**src/rtl/hkd_pkg.sv**
```systemverilog
`timescale 1ns / 1ps
// Shared types, constants and keycode-to-ASCII functions for the HID keyboard
// report decoder. No dependencies; every other file of the block imports it.
package hkd_pkg;

	// Report geometry and widths
	localparam int KEY_SLOTS    = 6;
	localparam int AGE_BITS_DEF = 10;
	localparam int CFG_BITS     = 10;
	localparam int QUEUE_DEPTH  = 2;
	localparam int PADDR_W      = 4;

	// Register map (index = paddr[3:2])
	localparam logic [1:0] REG_PENDING_TIMEOUT = 2'd0;
	localparam logic [1:0] REG_REPEAT_DELAY    = 2'd1;
	localparam logic [1:0] REG_REPEAT_PERIOD   = 2'd2;

	localparam logic [CFG_BITS-1:0] RST_PENDING_TIMEOUT = 10'd25;
	localparam logic [CFG_BITS-1:0] RST_REPEAT_DELAY    = 10'd350;
	localparam logic [CFG_BITS-1:0] RST_REPEAT_PERIOD   = 10'd55;

	// Keycodes and modifier mask
	localparam logic [7:0] SHIFT_MASK   = 8'h22;
	localparam logic [7:0] KC_LETTER_LO = 8'h04;
	localparam logic [7:0] KC_LETTER_HI = 8'h1d;
	localparam logic [7:0] KC_ENTER     = 8'h28;
	localparam logic [7:0] KC_ESCAPE    = 8'h29;
	localparam logic [7:0] KC_BACKSPACE = 8'h2a;
	localparam logic [7:0] KC_RIGHT     = 8'h4f;
	localparam logic [7:0] KC_LEFT      = 8'h50;

	typedef enum logic [2:0] {
		EV_CHAR      = 3'd0,
		EV_ENTER     = 3'd1,
		EV_BACKSPACE = 3'd2,
		EV_LEFT      = 3'd3,
		EV_RIGHT     = 3'd4,
		EV_ESCAPE    = 3'd5
	} event_kind_t;

	// What the front end decided about one slot of a report
	typedef enum logic [2:0] {
		SK_NONE  = 3'd0,
		SK_ESC   = 3'd1,
		SK_ENTER = 3'd2,
		SK_BKSP  = 3'd3,
		SK_LEFT  = 3'd4,
		SK_RIGHT = 3'd5,
		SK_PRINT = 3'd6
	} slot_kind_t;

	// One classified item on its way from front to back
	typedef struct packed {
		logic                             tick;
		logic                             shift;
		logic [KEY_SLOTS-1:0][7:0]        keys;
		slot_kind_t [KEY_SLOTS-1:0]       kind;
		logic [KEY_SLOTS-1:0][6:0]        chr;
	} item_t;

	typedef struct packed {
		logic [CFG_BITS-1:0] pending_timeout;
		logic [CFG_BITS-1:0] repeat_delay;
		logic [CFG_BITS-1:0] repeat_period;
	} cfg_t;

	function automatic logic has_shift(input logic [7:0] mods);
		return (mods & SHIFT_MASK) != 8'h00;
	endfunction

	// Keycode to ASCII under the given shift state; 0 for unmapped codes
	function automatic logic [6:0] ascii_of(input logic [7:0] kc, input logic sh);
		logic [6:0] c;
		c = 7'h00;
		if (kc >= KC_LETTER_LO && kc <= KC_LETTER_HI) begin
			c = (sh ? 7'h41 : 7'h61) + 7'(kc - KC_LETTER_LO);
		end else begin
			case (kc)
				8'h1e: c = sh ? 7'h21 : 7'h31;
				8'h1f: c = sh ? 7'h40 : 7'h32;
				8'h20: c = sh ? 7'h23 : 7'h33;
				8'h21: c = sh ? 7'h24 : 7'h34;
				8'h22: c = sh ? 7'h25 : 7'h35;
				8'h23: c = sh ? 7'h5e : 7'h36;
				8'h24: c = sh ? 7'h26 : 7'h37;
				8'h25: c = sh ? 7'h2a : 7'h38;
				8'h26: c = sh ? 7'h28 : 7'h39;
				8'h27: c = sh ? 7'h29 : 7'h30;
				8'h2c: c = 7'h20;
				8'h2d: c = sh ? 7'h5f : 7'h2d;
				8'h2e: c = sh ? 7'h2b : 7'h3d;
				8'h2f: c = sh ? 7'h7b : 7'h5b;
				8'h30: c = sh ? 7'h7d : 7'h5d;
				8'h31: c = sh ? 7'h7c : 7'h5c;
				8'h33: c = sh ? 7'h3a : 7'h3b;
				8'h34: c = sh ? 7'h22 : 7'h27;
				8'h35: c = sh ? 7'h7e : 7'h60;
				8'h36: c = sh ? 7'h3c : 7'h2c;
				8'h37: c = sh ? 7'h3e : 7'h2e;
				8'h38: c = sh ? 7'h3f : 7'h2f;
				default: c = 7'h00;
			endcase
		end
		return c;
	endfunction

endpackage

```
**src/rtl/hkd_front.sv**
```systemverilog
`timescale 1ns / 1ps
// Front end: accepts input items, finds newly pressed keys against the last
// report and classifies each slot. Depends on hkd_pkg.
module hkd_front (
	input  logic                              clk,
	input  logic                              arst_n,
	input  logic                              in_valid,
	output logic                              in_ready,
	input  logic                              cmd,
	input  logic [7:0]                        mods,
	input  logic [hkd_pkg::KEY_SLOTS-1:0][7:0] keys,
	output logic                              push_valid,
	input  logic                              push_ready,
	output hkd_pkg::item_t                    push_item
);
	import hkd_pkg::*;

	logic [7:0] prev_q [KEY_SLOTS];
	logic [KEY_SLOTS-1:0] is_new;
	logic report_shift;

	assign in_ready     = push_ready;
	assign push_valid   = in_valid;
	assign report_shift = has_shift(mods);

	// Mark slots whose keycode is nonzero and absent from the last report
	always_comb begin
		for (int i = 0; i < KEY_SLOTS; i++) begin
			is_new[i] = (keys[i] != 8'h00);
			for (int j = 0; j < KEY_SLOTS; j++) begin
				if (prev_q[j] == keys[i]) is_new[i] = 1'b0;
			end
		end
	end

	// Classify each slot and look up its character
	always_comb begin
		push_item.tick  = cmd;
		push_item.shift = report_shift;
		push_item.keys  = keys;
		for (int i = 0; i < KEY_SLOTS; i++) begin
			push_item.chr[i] = ascii_of(keys[i], report_shift);
			if (!is_new[i]) begin
				push_item.kind[i] = SK_NONE;
			end else begin
				case (keys[i])
					KC_ESCAPE:    push_item.kind[i] = SK_ESC;
					KC_ENTER:     push_item.kind[i] = SK_ENTER;
					KC_BACKSPACE: push_item.kind[i] = SK_BKSP;
					KC_LEFT:      push_item.kind[i] = SK_LEFT;
					KC_RIGHT:     push_item.kind[i] = SK_RIGHT;
					default: begin
						push_item.kind[i] = (push_item.chr[i] != 7'h00) ? SK_PRINT : SK_NONE;
					end
				endcase
			end
		end
	end

	// Remember the keys of every report transfer
	always_ff @(posedge clk or negedge arst_n) begin
		if (!arst_n) begin
			for (int i = 0; i < KEY_SLOTS; i++) prev_q[i] <= 8'h00;
		end else if (in_valid && push_ready && !cmd) begin
			for (int i = 0; i < KEY_SLOTS; i++) prev_q[i] <= keys[i];
		end
	end

endmodule

```
**src/rtl/hkd_queue.sv**
```systemverilog
`timescale 1ns / 1ps
// Short FIFO of classified items between front and back end.
// Depends on hkd_pkg for the item type.
module hkd_queue #(
	parameter int DEPTH = hkd_pkg::QUEUE_DEPTH
) (
	input  logic           clk,
	input  logic           arst_n,
	input  logic           push_valid,
	output logic           push_ready,
	input  hkd_pkg::item_t push_item,
	output logic           pop_valid,
	input  logic           pop,
	output hkd_pkg::item_t pop_item
);
	import hkd_pkg::*;

	localparam int PTR_W = (DEPTH > 1) ? $clog2(DEPTH) : 1;
	localparam int CNT_W = $clog2(DEPTH + 1);

	item_t            entry_q [DEPTH];
	logic [PTR_W-1:0] rd_q, wr_q;
	logic [CNT_W-1:0] cnt_q;
	logic             do_push, do_pop;

	assign push_ready = (cnt_q != CNT_W'(DEPTH));
	assign pop_valid  = (cnt_q != '0);
	assign pop_item   = entry_q[rd_q];
	assign do_push    = push_valid && push_ready;
	assign do_pop     = pop && pop_valid;

	// Store pushed items
	always_ff @(posedge clk) begin
		if (do_push) entry_q[wr_q] <= push_item;
	end

	// Advance pointers and occupancy
	always_ff @(posedge clk or negedge arst_n) begin
		if (!arst_n) begin
			rd_q  <= '0;
			wr_q  <= '0;
			cnt_q <= '0;
		end else begin
			if (do_push) wr_q <= (wr_q == PTR_W'(DEPTH - 1)) ? '0 : wr_q + 1'b1;
			if (do_pop)  rd_q <= (rd_q == PTR_W'(DEPTH - 1)) ? '0 : rd_q + 1'b1;
			if (do_push && !do_pop)      cnt_q <= cnt_q + 1'b1;
			else if (do_pop && !do_push) cnt_q <= cnt_q - 1'b1;
		end
	end

endmodule

```
**src/rtl/hkd_back.sv**
```systemverilog
`timescale 1ns / 1ps
// Back end: sequencer that walks one classified report slot by slot, keeps the
// held-key and repeat state, and drives the output register. Depends on hkd_pkg.
module hkd_back #(
	parameter int AGE_BITS = hkd_pkg::AGE_BITS_DEF
) (
	input  logic           clk,
	input  logic           arst_n,
	input  hkd_pkg::cfg_t  cfg,
	input  logic           q_valid,
	input  hkd_pkg::item_t q_item,
	output logic           q_pop,
	output logic           out_valid,
	input  logic           out_ready,
	output logic [2:0]     out_kind,
	output logic [6:0]     out_char,
	output logic           out_last
);
	import hkd_pkg::*;

	localparam int SLOT_W = (KEY_SLOTS > 1) ? $clog2(KEY_SLOTS) : 1;
	localparam int CMP_W  = (AGE_BITS > CFG_BITS) ? AGE_BITS : CFG_BITS;
	localparam logic [AGE_BITS-1:0] AGE_MAX = {AGE_BITS{1'b1}};

	typedef enum logic [4:0] {
		ST_IDLE   = 5'b00001,
		ST_HELD   = 5'b00010,
		ST_SLOT   = 5'b00100,
		ST_REPEAT = 5'b01000,
		ST_DONE   = 5'b10000
	} state_t;

	function automatic logic [AGE_BITS-1:0] sat_inc(input logic [AGE_BITS-1:0] v);
		return (v == AGE_MAX) ? v : v + 1'b1;
	endfunction

	state_t              state_q, n_state;
	logic [SLOT_W-1:0]   slot_q, n_slot;
	logic                held_active_q, n_held_active;
	logic [7:0]          held_kc_q, n_held_kc;
	logic                held_sh_q, n_held_sh;
	logic [AGE_BITS-1:0] held_age_q, n_held_age;
	logic                rep_active_q, n_rep_active;
	logic [7:0]          rep_kc_q, n_rep_kc;
	logic [AGE_BITS-1:0] rep_held_q, n_rep_held;
	logic [AGE_BITS-1:0] rep_since_q, n_rep_since;

	logic                pend_v_q;
	event_kind_t         pend_kind_q;
	logic [6:0]          pend_chr_q;
	logic                out_v_q;
	event_kind_t         out_kind_q;
	logic [6:0]          out_chr_q;
	logic                out_last_q;

	logic                gen, flush, pop_c, adv, stall, load;
	event_kind_t         gen_kind;
	logic [6:0]          gen_chr;
	logic                held_in, rep_in;
	logic [7:0]          lk_kc;
	logic                lk_sh;
	logic [6:0]          lk_chr;
	logic [7:0]          cur_kc;
	slot_kind_t          cur_kind;
	logic [6:0]          cur_chr;
	logic [CMP_W-1:0]    held_age_x, rep_held_x, rep_since_x;
	logic [CMP_W-1:0]    timeout_x, delay_x, period_x;

	assign cur_kc   = q_item.keys[slot_q];
	assign cur_kind = q_item.kind[slot_q];
	assign cur_chr  = q_item.chr[slot_q];

	assign held_age_x  = CMP_W'(held_age_q);
	assign rep_held_x  = CMP_W'(rep_held_q);
	assign rep_since_x = CMP_W'(rep_since_q);
	assign timeout_x   = CMP_W'(cfg.pending_timeout);
	assign delay_x     = CMP_W'(cfg.repeat_delay);
	assign period_x    = CMP_W'(cfg.repeat_period);

	// Presence of the held and repeating keys in the current report
	always_comb begin
		held_in = 1'b0;
		rep_in  = 1'b0;
		for (int i = 0; i < KEY_SLOTS; i++) begin
			if (q_item.keys[i] == held_kc_q) held_in = 1'b1;
			if (q_item.keys[i] == rep_kc_q)  rep_in  = 1'b1;
		end
	end

	// Shared character lookup for commits and repeats
	always_comb begin
		lk_kc = held_kc_q;
		lk_sh = held_sh_q;
		case (state_q)
			ST_HELD:   lk_sh = (held_in && q_item.shift) || held_sh_q;
			ST_SLOT:   lk_sh = (cur_kind == SK_ENTER) ? (q_item.shift || held_sh_q) : held_sh_q;
			ST_REPEAT: begin
				lk_kc = rep_kc_q;
				lk_sh = q_item.shift;
			end
			default:   lk_sh = held_sh_q;
		endcase
		lk_chr = ascii_of(lk_kc, lk_sh);
	end

	// Sequencer: next state and the event raised this cycle
	always_comb begin
		n_state       = state_q;
		n_slot        = slot_q;
		n_held_active = held_active_q;
		n_held_kc     = held_kc_q;
		n_held_sh     = held_sh_q;
		n_held_age    = held_age_q;
		n_rep_active  = rep_active_q;
		n_rep_kc      = rep_kc_q;
		n_rep_held    = rep_held_q;
		n_rep_since   = rep_since_q;
		gen      = 1'b0;
		gen_kind = EV_CHAR;
		gen_chr  = 7'h00;
		flush    = 1'b0;
		pop_c    = 1'b0;
		adv      = 1'b0;
		case (state_q)
			ST_IDLE: begin
				if (q_valid) begin
					if (q_item.tick) begin
						n_held_age  = sat_inc(held_age_q);
						n_rep_held  = sat_inc(rep_held_q);
						n_rep_since = sat_inc(rep_since_q);
						pop_c       = 1'b1;
					end else begin
						n_state = ST_HELD;
					end
				end
			end
			ST_HELD: begin
				// Commit a held key on Shift, release or timeout
				if (held_active_q && (!held_in || q_item.shift || held_age_x >= timeout_x)) begin
					gen           = (lk_chr != 7'h00);
					gen_chr       = lk_chr;
					n_held_active = 1'b0;
				end
				n_state = ST_SLOT;
				n_slot  = '0;
			end
			ST_SLOT: begin
				case (cur_kind)
					SK_ESC: begin
						n_held_active = 1'b0;
						gen           = 1'b1;
						gen_kind      = EV_ESCAPE;
						n_state       = ST_REPEAT;
					end
					SK_ENTER, SK_LEFT, SK_RIGHT: begin
						if (held_active_q) begin
							// commit first, revisit this slot next cycle
							gen           = (lk_chr != 7'h00);
							gen_chr       = lk_chr;
							n_held_active = 1'b0;
						end else begin
							gen      = 1'b1;
							gen_kind = (cur_kind == SK_ENTER) ? EV_ENTER :
							           (cur_kind == SK_LEFT)  ? EV_LEFT : EV_RIGHT;
							adv      = 1'b1;
						end
					end
					SK_BKSP: begin
						if (held_active_q) begin
							n_held_active = 1'b0;
						end else begin
							gen      = 1'b1;
							gen_kind = EV_BACKSPACE;
						end
						adv = 1'b1;
					end
					SK_PRINT: begin
						n_rep_active = 1'b1;
						n_rep_kc     = cur_kc;
						n_rep_held   = '0;
						n_rep_since  = '0;
						if (q_item.shift) begin
							gen     = 1'b1;
							gen_chr = cur_chr;
							adv     = 1'b1;
						end else if (held_active_q) begin
							gen           = (lk_chr != 7'h00);
							gen_chr       = lk_chr;
							n_held_active = 1'b0;
						end else begin
							n_held_active = 1'b1;
							n_held_kc     = cur_kc;
							n_held_sh     = 1'b0;
							n_held_age    = '0;
							adv           = 1'b1;
						end
					end
					default: adv = 1'b1;
				endcase
				if (adv) begin
					if (slot_q == SLOT_W'(KEY_SLOTS - 1)) n_state = ST_REPEAT;
					else n_slot = slot_q + 1'b1;
				end
			end
			ST_REPEAT: begin
				if (rep_active_q && !(held_active_q && held_kc_q == rep_kc_q)) begin
					if (!rep_in) begin
						n_rep_active = 1'b0;
						n_rep_kc     = 8'h00;
					end else if (rep_held_x >= delay_x && rep_since_x >= period_x) begin
						gen         = (lk_chr != 7'h00);
						gen_chr     = lk_chr;
						n_rep_since = '0;
					end
				end
				n_state = ST_DONE;
			end
			ST_DONE: begin
				flush   = 1'b1;
				pop_c   = 1'b1;
				n_state = ST_IDLE;
			end
			default: n_state = ST_IDLE;
		endcase
	end

	// Hold the sequencer while the staged event cannot move to the output
	assign stall = pend_v_q && (gen || flush) && out_v_q && !out_ready;
	assign load  = !stall && pend_v_q && (gen || flush);
	assign q_pop = pop_c && !stall;

	always_ff @(posedge clk or negedge arst_n) begin
		if (!arst_n) begin
			state_q       <= ST_IDLE;
			slot_q        <= '0;
			held_active_q <= 1'b0;
			held_kc_q     <= 8'h00;
			held_sh_q     <= 1'b0;
			held_age_q    <= '0;
			rep_active_q  <= 1'b0;
			rep_kc_q      <= 8'h00;
			rep_held_q    <= '0;
			rep_since_q   <= '0;
			pend_v_q      <= 1'b0;
			out_v_q       <= 1'b0;
		end else begin
			if (!stall) begin
				state_q       <= n_state;
				slot_q        <= n_slot;
				held_active_q <= n_held_active;
				held_kc_q     <= n_held_kc;
				held_sh_q     <= n_held_sh;
				held_age_q    <= n_held_age;
				rep_active_q  <= n_rep_active;
				rep_kc_q      <= n_rep_kc;
				rep_held_q    <= n_rep_held;
				rep_since_q   <= n_rep_since;
				if (gen)        pend_v_q <= 1'b1;
				else if (flush) pend_v_q <= 1'b0;
			end
			if (load)           out_v_q <= 1'b1;
			else if (out_ready) out_v_q <= 1'b0;
		end
	end

	// Stage the newest event; move the previous one out, marked last on flush
	always_ff @(posedge clk) begin
		if (!stall && gen) begin
			pend_kind_q <= gen_kind;
			pend_chr_q  <= gen_chr;
		end
		if (load) begin
			out_kind_q <= pend_kind_q;
			out_chr_q  <= pend_chr_q;
			out_last_q <= flush;
		end
	end

	assign out_valid = out_v_q;
	assign out_kind  = out_kind_q;
	assign out_char  = out_chr_q;
	assign out_last  = out_last_q;

endmodule

```
**src/rtl/hid_keyboard_report_decoder_top.sv**
```systemverilog
`timescale 1ns / 1ps
// Top level of the HID boot-keyboard report decoder: APB register file plus
// front end, item queue and back-end sequencer. Depends on hkd_pkg.
//
//  channel   handshake               payload
//  -------   ---------------------   -------------------------------------------
//  input     in_valid / in_ready     cmd, modifier_bits, key_slot_0..key_slot_5
//  output    out_valid / out_ready   event_kind, char_code, last_of_run
//  config    psel/penable/pwrite     paddr[3:0], pwdata, prdata, pready
//
// A tick is handled in the idle state. A report passes the idle, held, slot, repeat
// and done states, revisiting a slot per held key committed before an Enter, Left,
// Right or printable key. Unless an output stall holds it, the sequencer visits one
// slot and raises one event per cycle; an Escape ends the slot walk early.
// The queue holds QUEUE_DEPTH classified items, so inputs keep flowing while a
// report is walked; an output stall holds the sequencer only when an event is due.
// No clearing pass: the block takes items from the first cycle after reset.
module hid_keyboard_report_decoder_top #(
	parameter int AGE_BITS    = hkd_pkg::AGE_BITS_DEF,
	parameter int QUEUE_DEPTH = hkd_pkg::QUEUE_DEPTH
) (
	input  logic        clk,
	input  logic        arst_n,
	input  logic        in_valid,
	output logic        in_ready,
	input  logic        cmd,
	input  logic [7:0]  modifier_bits,
	input  logic [7:0]  key_slot_0,
	input  logic [7:0]  key_slot_1,
	input  logic [7:0]  key_slot_2,
	input  logic [7:0]  key_slot_3,
	input  logic [7:0]  key_slot_4,
	input  logic [7:0]  key_slot_5,
	output logic        out_valid,
	input  logic        out_ready,
	output logic [2:0]  event_kind,
	output logic [6:0]  char_code,
	output logic        last_of_run,
	input  logic        psel,
	input  logic        penable,
	input  logic        pwrite,
	input  logic [3:0]  paddr,
	input  logic [31:0] pwdata,
	output logic [31:0] prdata,
	output logic        pready
);
	import hkd_pkg::*;

	cfg_t                      cfg_q;
	logic [KEY_SLOTS-1:0][7:0] keys;
	logic                      push_valid, push_ready, pop_valid, pop;
	item_t                     push_item, pop_item;
	logic                      wr_en;
	logic [1:0]                reg_idx;

	assign keys = {key_slot_5, key_slot_4, key_slot_3, key_slot_2, key_slot_1, key_slot_0};

	// Register writes on the access phase; unknown indexes are dropped
	assign pready  = 1'b1;
	assign wr_en   = psel && penable && pwrite;
	assign reg_idx = paddr[3:2];

	always_ff @(posedge clk or negedge arst_n) begin
		if (!arst_n) begin
			cfg_q.pending_timeout <= RST_PENDING_TIMEOUT;
			cfg_q.repeat_delay    <= RST_REPEAT_DELAY;
			cfg_q.repeat_period   <= RST_REPEAT_PERIOD;
		end else if (wr_en) begin
			case (reg_idx)
				REG_PENDING_TIMEOUT: cfg_q.pending_timeout <= pwdata[CFG_BITS-1:0];
				REG_REPEAT_DELAY:    cfg_q.repeat_delay    <= pwdata[CFG_BITS-1:0];
				REG_REPEAT_PERIOD:   cfg_q.repeat_period   <= pwdata[CFG_BITS-1:0];
				default: ;
			endcase
		end
	end

	// Read back
	always_comb begin
		case (reg_idx)
			REG_PENDING_TIMEOUT: prdata = 32'(cfg_q.pending_timeout);
			REG_REPEAT_DELAY:    prdata = 32'(cfg_q.repeat_delay);
			REG_REPEAT_PERIOD:   prdata = 32'(cfg_q.repeat_period);
			default:             prdata = 32'h0;
		endcase
	end

	hkd_front u_front (
		.clk        (clk),
		.arst_n     (arst_n),
		.in_valid   (in_valid),
		.in_ready   (in_ready),
		.cmd        (cmd),
		.mods       (modifier_bits),
		.keys       (keys),
		.push_valid (push_valid),
		.push_ready (push_ready),
		.push_item  (push_item)
	);

	hkd_queue #(.DEPTH(QUEUE_DEPTH)) u_queue (
		.clk        (clk),
		.arst_n     (arst_n),
		.push_valid (push_valid),
		.push_ready (push_ready),
		.push_item  (push_item),
		.pop_valid  (pop_valid),
		.pop        (pop),
		.pop_item   (pop_item)
	);

	hkd_back #(.AGE_BITS(AGE_BITS)) u_back (
		.clk       (clk),
		.arst_n    (arst_n),
		.cfg       (cfg_q),
		.q_valid   (pop_valid),
		.q_item    (pop_item),
		.q_pop     (pop),
		.out_valid (out_valid),
		.out_ready (out_ready),
		.out_kind  (event_kind),
		.out_char  (char_code),
		.out_last  (last_of_run)
	);

endmodule

```
**config.mk**
```make
export PLATFORM = sky130hd
export DESIGN_NAME = hid_keyboard_report_decoder_top
export DESIGN_NICKNAME = d
export VERILOG_FILES = /design/src/rtl/hkd_pkg.sv /design/src/rtl/hkd_front.sv /design/src/rtl/hkd_queue.sv /design/src/rtl/hkd_back.sv /design/src/rtl/hid_keyboard_report_decoder_top.sv
export SDC_FILE = /design/constraint.sdc
export NUM_CORES = 1
export LEC_CHECK = 0
export CORE_MARGIN = 5
export CORE_UTILIZATION = 35
export CTS_BUF_LIST = sky130_fd_sc_hd__clkbuf_4 sky130_fd_sc_hd__clkbuf_8
export CTS_CLUSTER_DIAMETER = 60
export CTS_CLUSTER_SIZE = 28
export DETAILED_ROUTE_END_ITERATION = 8
export DONT_BUFFER_PORTS = 1
export HOLD_SLACK_MARGIN = 0.02
export MAX_ROUTING_LAYER = met4
export SETUP_SLACK_MARGIN = 0.05
export SLEW_MARGIN = 20
export SYNTH_ARGS = -nofsm -noshare
export SYNTH_HDL_FRONTEND = slang
export SYNTH_HIERARCHICAL = 1
export SYNTH_SLANG_ARGS = --single-unit
```
**constraint.sdc**
```tcl
create_clock -name clk -period 8.1 [get_ports clk]
set_input_delay 1.215 -clock clk [delete_from_list [all_inputs] [get_ports clk]]
set_output_delay 1.215 -clock clk [all_outputs]
set_load 0.01 [all_outputs]
```
==> results of run 1 <==
-- flip-flops by register name (all words and copies together) (netlist names), 7 cells and up --
name / cells
u_front/prev_q: 48
u_queue/entry_q: 220
u_back/pend_chr_q: 7
cfg_q: 30
u_back/rep_since_q: 10
u_back/rep_held_q: 10
u_back/held_kc_q: 8
u_back/held_age_q: 10
u_back/out_char: 7
u_back/rep_kc_q: 8
-- cell families after synthesis --
kind of cell / synth area share
AOI/OAI and AO/OA: 0.168
xor gates and xnor gates: 0.128
adders and majority gates: 0.0555
buffers and inverters: 0.0727
DFF: 0.356
muxes: 0.0855
other: 0.000249
and+or+nand+nor: 0.134
-- critical path: stages, from the launching register on --
cell and delay [ps]:
dfrtp_4 790, buf_12 340, mux2_2 430, xor2_1 170
nor4_1 80, nand2_1 60, o21ai_0 230, o21a_1 300
o21ai_1 350, clkinv_1 350, ha_1 380, inv_1 40
ha_1 320, xnor2_1 210, a21oi_1 120, nor4_1 200
nand2_1 80, o32a_1 330, or4_4 610, and2_4 250
a21oi_1 120, nand2_1 110, ha_1 320, nor2_1 140
xor2_1 150
-- worst paths after layout --
path | end | slack [ps] | cells past startpoint
min in group clk | u_back/out_char[0] | 430 | 0
max | u_queue/cnt_q[1] | 1470 | 24
min | cfg_q[22] | 220 | 0
min reg2reg | u_back/out_char[0] | 430 | 0
max reg2reg | u_queue/cnt_q[1] | 1470 | 24
max in group asynchronous | u_front/prev_q[6] | 7530 | 0
-- power groups by stage --
stage                     combinational, mW  clock, mW  sequential (mW)
after detailed placement               3.67          0             3.41
after CTS                              3.69       1.36             3.37
after floorplan                        3.35          0             2.86
after global placement                 3.62          0             3.40
after global routing                   4.06       1.43             3.43
final                                  3.72       1.32             3.38
-- cells in the mapped netlist, drive strengths merged (44+ instances only) --
cell,number
edfxtp,241
nor4,63
clkbuf,153
inv,128
nor3,44
nand3,52
nand4,63
nand2,229
nor2,137
a21oi,141
mux2,165
o21ai,218
xor2,217
buf,184
ha,134
dfrtp,125
xnor2,223
-- layer usage --
metal  GRT usage  wire (um)  vias to the layer above
met1       0.263      40900                    11800
met3      0.0310       6530                      154
li1            -          -                    10900
met2       0.306      42500                     1005
met5           -          0                        -
met4      0.0421       2070                        0
-- stage by stage --
step           hold slack, ps  instance area, um2  cells  worst slack, ps  utilization
3_3_place_gp              409               30200   4034             1530        0.354
2_1_floorplan             400               30300   3202             1550            -
3_5_place_dp              405               30200   4034             1510        0.354
6_report                  222               31100   4092             1470        0.364
5_1_grt                   149               31100   4091              928        0.364
4_1_cts                   149               31100   4090             1460        0.364
-- layout make-up --
cell class	count	area, um2
multi-input cells	2353	17400
well taps	1144	1430
clock buffers	32	434
clock inverters	24	378
fillers	8679	54400
diodes	2	5.00
inverters	131	492
repair buffers	25	200
flip-flops and latches	381	10800
==> metrics.yaml, run 1 <==
outcome:
  status: "finished, final reports clean"
synthesis:
  synth.largest_area_cell: "edfxtp_1"
  synth_cells: 3181
  ys.flop_type: "edfxtp_1"
  synth-seq-cells: 381
  synth_area_leaders: "edfxtp_1 24%, dfrtp_1 10%, xnor2_1 6.5%"
  synth_seq_area_share: 0.356
  avgSynthCellArea_um2: 9.50
  synth_top_area_frac: 0.240
  synth-warning-count: 6
  yosysUniqueCellTypes: 107
  synth-edff-count: 241
  syn-cell-area_um2: 30200
  async_flop_share: 0.367
final_layout:
  final_nets: 3156
  area_growth_syn_to_layout_pct: 2.82
  drive_above_1_share: 0.111
  layout_commonest_cell: "edfxtp_1"
  mostFrequentLayoutCells: "241 x edfxtp_1, 229 x nand2_1, 223 x xnor2_1"
power:
  ir_drop_mv: 0.175
  p_leak_nw: 11.5
  switching_share: 0.435
  power_density_nw_per_um2: 271
  p_int_mw: 4.76
  power_mw: 8.42
  p_sw_mw: 3.66
  seq_power_share: 0.402
  pwr-share-comb: 0.441
  power_frac_clock: 0.157
timing:
  setup_violations: 0
  finalCriticalPeriod_ps: 6630
  hold_viol: 0
  worst_slew_pin_slew_ps: 1170
  fin_worst_skew_ps: 48.5
  post-route-period-util: 0.818
  tns_ps: 0
  rsz0062_at_grt: "false"
  slew_headroom: 0.216
  drv_slew: 0
  fmax_ghz: 0.151
cts:
  htree_num_levels: 1
  worstSkewPairLatency_ps: 700
  cts.sinks: 381
  postCtsSetupBuffers: 0
  numCtsBuffers: 30
  cts_tree: "done"
  clk_pin_slew_ps: 120
  cts.hold.buffers_added: 0
  cts-resized-gates: 0
  clock_tree.root_cell: "clkbuf_8"
  cts_max_path_buffers: 3
grt:
  grt_pass1_vias: 22700
  grt-ovfl-total: 0
  grt_pass1_wl_mm: 140
  antenna_found_initial: 4
  grtUsageTotal: 0.193
  grt_max_degree: 141
drt:
  wire_per_inst_um: 22.5
  postRouteAntennaNets: 0
  dr.pass1.iters: 6
  routed-via-count: 23900
  drc_errors: 0
  avgViaCountPerCell: 5.84
  routed_wl_mm: 92.0
  drtIter0Drc: 2487
setup_path:
  cp-end-kind: "flip-flop"
  timing.rr.start: "u_queue/rd_q"
  arrival_ps: 7230
  critical_path.startpoint_type: "flip-flop"
  crit_type: "reg -> reg"
  worstSetupStartpoint: "u_queue/rd_q"
  worstPathMaxFanout: 49
  cp.required_ps: 8710
floorplan:
  ios: 146
  die_h_um: 304
  start_util: 0.354
  dieArea_um2: 92300
  placementRows: 107
  core_um2: 85400
  die_w_um: 304
placement:
  hpwl_mm: 64.6
  port_buffers: 0
  gp_congestion: 0.921
worst_hold_path:
  hold_class: "in -> async"
flow_run:
  cap_violations: 0
Note: power is estimated with default switching activity, not from simulation.
==> run 2: changes to the inputs <==
Clock period 8.1 ns to 6.6 ns, I/O delays scaled along.
==> metrics.yaml, run 2 (synthesis results as in run 1) <==
outcome:
  status: "finished, final reports clean"
setup_path:
  critical_path.startpoint_type: "flip-flop"
  crit_buf_inv: 3
  arrival_ps: 6580
  reg2reg_to: "u_queue/cnt_q[1]"
  worstPathMaxFanout: 54
  cp.required_ps: 7210
  rr_worst_depth: 25
  reg2reg_slack_ps: 630
  critPathSlowestCell: "dfrtp_4"
  timing.rr.start: "u_queue/rd_q"
  endpoint: "u_queue/cnt_q[1]"
  cp_slowest_stage_delay_ps: 620
  crit_family: "simple AND/OR/NAND/NOR gates"
  path_depth: 25
  cp-end-kind: "flip-flop"
  crit_type: "reg -> reg"
  worstSetupStartpoint: "u_queue/rd_q"
drt:
  avgViaCountPerCell: 5.83
  routed-via-count: 24000
  drc_errors: 0
  postRouteAntennaNets: 0
  wire_per_inst_um: 22.4
  dr.pass1.iters: 6
  drtIter0Drc: 2552
  routed_wl_mm: 91.9
final_layout:
  drive_above_1_share: 0.115
  reg_top3: "u_queue/entry_q (220), u_front/prev_q (48), cfg_q (30)"
  largest_reg_flops: 220
  area_growth_syn_to_layout_pct: 3.18
  largest-register: "u_queue/entry_q"
  fillers: 8699
  multi_input_area_um2: 17400
  mostFrequentLayoutCells: "241 x edfxtp_1, 229 x nand2_1, 223 x xnor2_1"
  final_nets: 3170
  layout_commonest_cell: "edfxtp_1"
  seq_area_um2: 10800
  final_cell_area_um2: 31200
cts:
  cts_tree: "done"
  clk_pin_slew_ps: 140
  worstSkewPairLatency_ps: 670
  postCtsSetupBuffers: 0
  htree_num_levels: 1
  cts.sinks: 381
  clock_tree.root_cell: "clkbuf_8"
  numCtsBuffers: 29
  cts_max_path_buffers: 3
timing:
  hold_viol: 0
  setup_ws_ps: 627
  fin_worst_skew_ps: 38.3
  tns_ps: 0
  rsz0062_at_grt: "false"
  holdWs_ps: 141
  post-route-period-util: 0.905
  worst_slew_pin_slew_ps: 1140
  finalCriticalPeriod_ps: 5970
  slew_headroom: 0.234
  setup_violations: 0
  fmax_ghz: 0.167
  drv_slew: 0
floorplan:
  die_h_um: 304
  placementRows: 107
  dieArea_um2: 92300
  die_w_um: 304
  core_um2: 85400
  start_util: 0.354
  ios: 146
grt:
  antenna_found_initial: 3
  grt_pass1_vias: 22500
  grt_use_met3: 0.0356
  grt_use_met1: 0.265
  grt_pass1_wl_mm: 140
  grt_max_degree: 126
  top_usage_layer: "met2"
  grt-ovfl-total: 0
  grtUsageTotal: 0.193
  met2_usage: 0.301
worst_hold_path:
  hold_class: "in -> async"
flow_run:
  cap_violations: 0
placement:
  hpwl_mm: 64.9
  dp_slack_ps: 657
  gp_congestion: 0.921
  port_buffers: 0
  dpl_cell_area_um2: 30400
power:
  p_int_mw: 5.84
  power_density_nw_per_um2: 331
  power_frac_clock: 0.149
  p_sw_mw: 4.47
  p_leak_nw: 11.6
  pwr-share-comb: 0.449
  switching_share: 0.434
  seq_power_share: 0.402
  ir_drop_mv: 0.192
run 2: how the worst min path moves through the flow:
| stage | to | cells past startpoint |
|---|---|---|
| finish | u_back/state_q[0] | 0 |
| global route | u_back/state_q[0] | 0 |
| CTS | cfg_q[2] | 0 |
| detailed placement | u_back/out_kind[0] | 0 |
| global placement | u_back/out_kind[1] | 0 |
| floorplan | u_back/out_char[0] | 0 |
run 2: timing repair:
item | in CTS | in global routing
hold endpoints to repair | 125 | 0
gates resized for setup | 0 | 0
hold buffers | 1 | 0
run 2: layer usage:
layer / wire length, um / share of wire / vias up
li1: - / - / 10900
met1: 40600 / 0.44 / 11800
met2: 42100 / 0.46 / 1083
met3: 7060 / 0.077 / 161
met4: 2240 / 0.024 / 0
met5: 0 / 0 / -
run 2: power groups by stage:
stage          clock, mW  sequential, mW  combinational [mW]
4_1_cts             1.58            4.13                4.60
6_report            1.54            4.15                4.63
3_3_place_gp           0            4.17                4.49
5_1_grt             1.67            4.20                5.06
3_5_place_dp           0            4.19                4.55
2_1_floorplan          0            3.51                4.11
run 2: final cells by class:
cell class                      count  area share
Multi-Input combinational cell   2353       0.557
Sequential cell                   381       0.345
Tap cell                         1144      0.0459
Inverter                          131      0.0158
Clock buffer                       31      0.0133
Clock inverter                     23      0.0115
Timing Repair Buffer               40      0.0107
Antenna cell                        5    0.000401
run 2: per-stage QoR:
stage                     cells  total power, mW   util
final                      4108             10.3  0.365
after global routing       4108             10.9  0.365
after CTS                  4103             10.3  0.365
after detailed placement   4048             8.74  0.355
after global placement     4048             8.67  0.355
after floorplan            3202             7.62      -
==> run 3: changes to the inputs <==
Settings changed: CELL_PAD_IN_SITES_DETAIL_PLACEMENT set to 0, CELL_PAD_IN_SITES_GLOBAL_PLACEMENT set to 2, PLACE_DENSITY_LB_ADDON set to 0.1, SLEW_MARGIN 20 to not set.
==> metrics.yaml, run 3 (synthesis results as in run 1) <==
timing:
  setup_violations: 0
  holdWs_ps: 116
  fin_worst_skew_ps: 82.7
  finalCriticalPeriod_ps: 6030
  worst_slew_pin_slew_ps: 1220
  tns_ps: 0
  fmax_ghz: 0.166
  drv_slew: 0
  hold_viol: 0
  post-route-period-util: 0.914
  setup_ws_ps: 566
  rsz0062_at_grt: "false"
  slew_headroom: 0.179
grt:
  antenna_found_initial: 2
  grtUsageTotal: 0.229
  grt_max_degree: 111
  grt_pass1_wl_mm: 160
  grt-ovfl-total: 0
  grt_pass1_vias: 24000
setup_path:
  reg2reg_slack_ps: 570
  critical_path.startpoint_type: "flip-flop"
  crit_type: "reg -> reg"
  timing.rr.start: "u_queue/rd_q"
  cp.required_ps: 7220
  cp-end-kind: "flip-flop"
  reg2reg_to: "u_queue/cnt_q[1]"
  arrival_ps: 6650
  worstPathMaxFanout: 37
  rr_worst_depth: 23
final_layout:
  final_nets: 3191
  fillers: 8638
  final_util: 0.370
  drive_above_1_share: 0.125
  multi_input_area_um2: 17400
  area_growth_syn_to_layout_pct: 4.54
  seq_area_um2: 10800
  largest_reg_flops: 220
  largest-register: "u_queue/entry_q"
  layout_commonest_cell: "edfxtp_1"
  mostFrequentLayoutCells: "241 x edfxtp_1, 229 x nand2_1, 223 x xnor2_1"
  final_cell_area_um2: 31600
  reg_top3: "u_queue/entry_q (220), u_front/prev_q (48), cfg_q (30)"
cts:
  cts.sinks: 381
  htree_num_levels: 2
  cts_tree: "done"
  clk_pin_slew_ps: 130
  cts_max_path_buffers: 3
  numCtsBuffers: 43
  worstSkewPairLatency_ps: 700
  clock_tree.root_cell: "clkbuf_8"
placement:
  dpl_cell_area_um2: 30400
  dp_slack_ps: 622
  hpwl_mm: 75.6
  port_buffers: 0
  gp_congestion: 0.871
power:
  p_leak_nw: 11.8
  p_sw_mw: 4.82
  pwr-share-comb: 0.436
  switching_share: 0.438
  power_density_nw_per_um2: 348
  ir_drop_mv: 0.352
  seq_power_share: 0.381
  power_frac_clock: 0.183
  p_int_mw: 6.17
floorplan:
  ios: 146
  start_util: 0.354
  dieArea_um2: 92300
  die_w_um: 304
  die_h_um: 304
  core_um2: 85400
  placementRows: 107
drt:
  postRouteAntennaNets: 0
  avgViaCountPerCell: 5.82
  drtIter0Drc: 1946
  routed_wl_mm: 108
  drc_errors: 0
  dr.pass1.iters: 6
  routed-via-count: 24100
  wire_per_inst_um: 26.1
outcome:
  status: "finished, final reports clean"
flow_run:
  cap_violations: 0
worst_hold_path:
  hold_class: "in -> async"
==> run 3: cell count changes in the layout (fill, tap and decap cells not counted), moves of 2 or more <==
cell	delta
clkbuf_8	+14
inv_6	+6
buf_4	+5
buf_12	+2
bufinv_16	+2
clkinv_4	+2
diode_2	-2
inv_12	-2
inv_16	+2
inv_8	-2
==> run 3: worst max path at each step <==
stage	startpoint	end	slack, ps
floorplan	in_valid	u_queue/entry_q[0][0]	280
global placement	u_queue/rd_q	u_queue/cnt_q[1]	660
detailed placement	u_back/state_q[1]	u_back/out_char[6]	620
CTS	u_back/state_q[1]	u_back/out_char[6]	490
global route	u_back/state_q[1]	u_queue/cnt_q[1]	120
finish	u_queue/rd_q	u_queue/cnt_q[1]	570
==> run 3: area by class of cell <==
class | count | share of cell area
multi-input combinational | 2353 | 0.550
sequential | 381 | 0.341
tap | 1144 | 0.0453
clock buffer | 46 | 0.0195
clock inverter | 34 | 0.0158
inverter | 131 | 0.0156
timing repair buffer | 47 | 0.0130
antenna | 3 | 0.000238
==> run 3: critical path, stage by stage, from the launching register on <==
cell and delay (ps):
dfrtp_4 720, buf_12 280, mux2_2 430, xnor2_1 140, nand4_1 120, o21ai_0 260, o21a_1 320, o21ai_1 350
clkinv_1 160, ha_1 300, inv_1 40, ha_1 310, xnor2_1 200, a21oi_1 110, nor4_1 180, nand2_1 80
o32a_1 340, or4_4 490, and2_4 220, a21oi_1 150, nand2_1 110, ha_1 320, nor2_1 130, xor2_1 150
==> run 3: power groups by stage <==
stage	Clock, mW	Sequential, mW	Combinational [mW]
floorplan	0	3.51	4.11
global placement	0	4.22	4.70
detailed placement	0	4.24	4.76
CTS	2.09	4.19	4.81
global route	2.18	4.26	5.24
finish	2.01	4.19	4.79
==> run 3: through the flow <==
| stage | power, mW | std cells |
|---|---|---|
| after detailed placement | 9.00 | 4054 |
| after floorplan | 7.62 | 3202 |
| after global routing | 11.7 | 4137 |
| final | 11.0 | 4139 |
| after global placement | 8.92 | 4054 |
| after CTS | 11.1 | 4136 |
==> run 3: layer usage <==
metal	GRT usage	share of wire	vias to the layer above
met1	0.302	0.45	12200
met5	-	0	-
met2	0.377	0.48	745
met4	0.0557	0.024	0
li1	-	-	11000
met3	0.0315	0.051	154
==> run 3: timing repair <==
item / in CTS / in global routing
resized for setup: 0 / 1
setup buffers: 0 / 0
endpoints found under the hold margin: 108 / 0
endpoints found under the setup margin: 0 / 7
hold buffers: 2 / 0
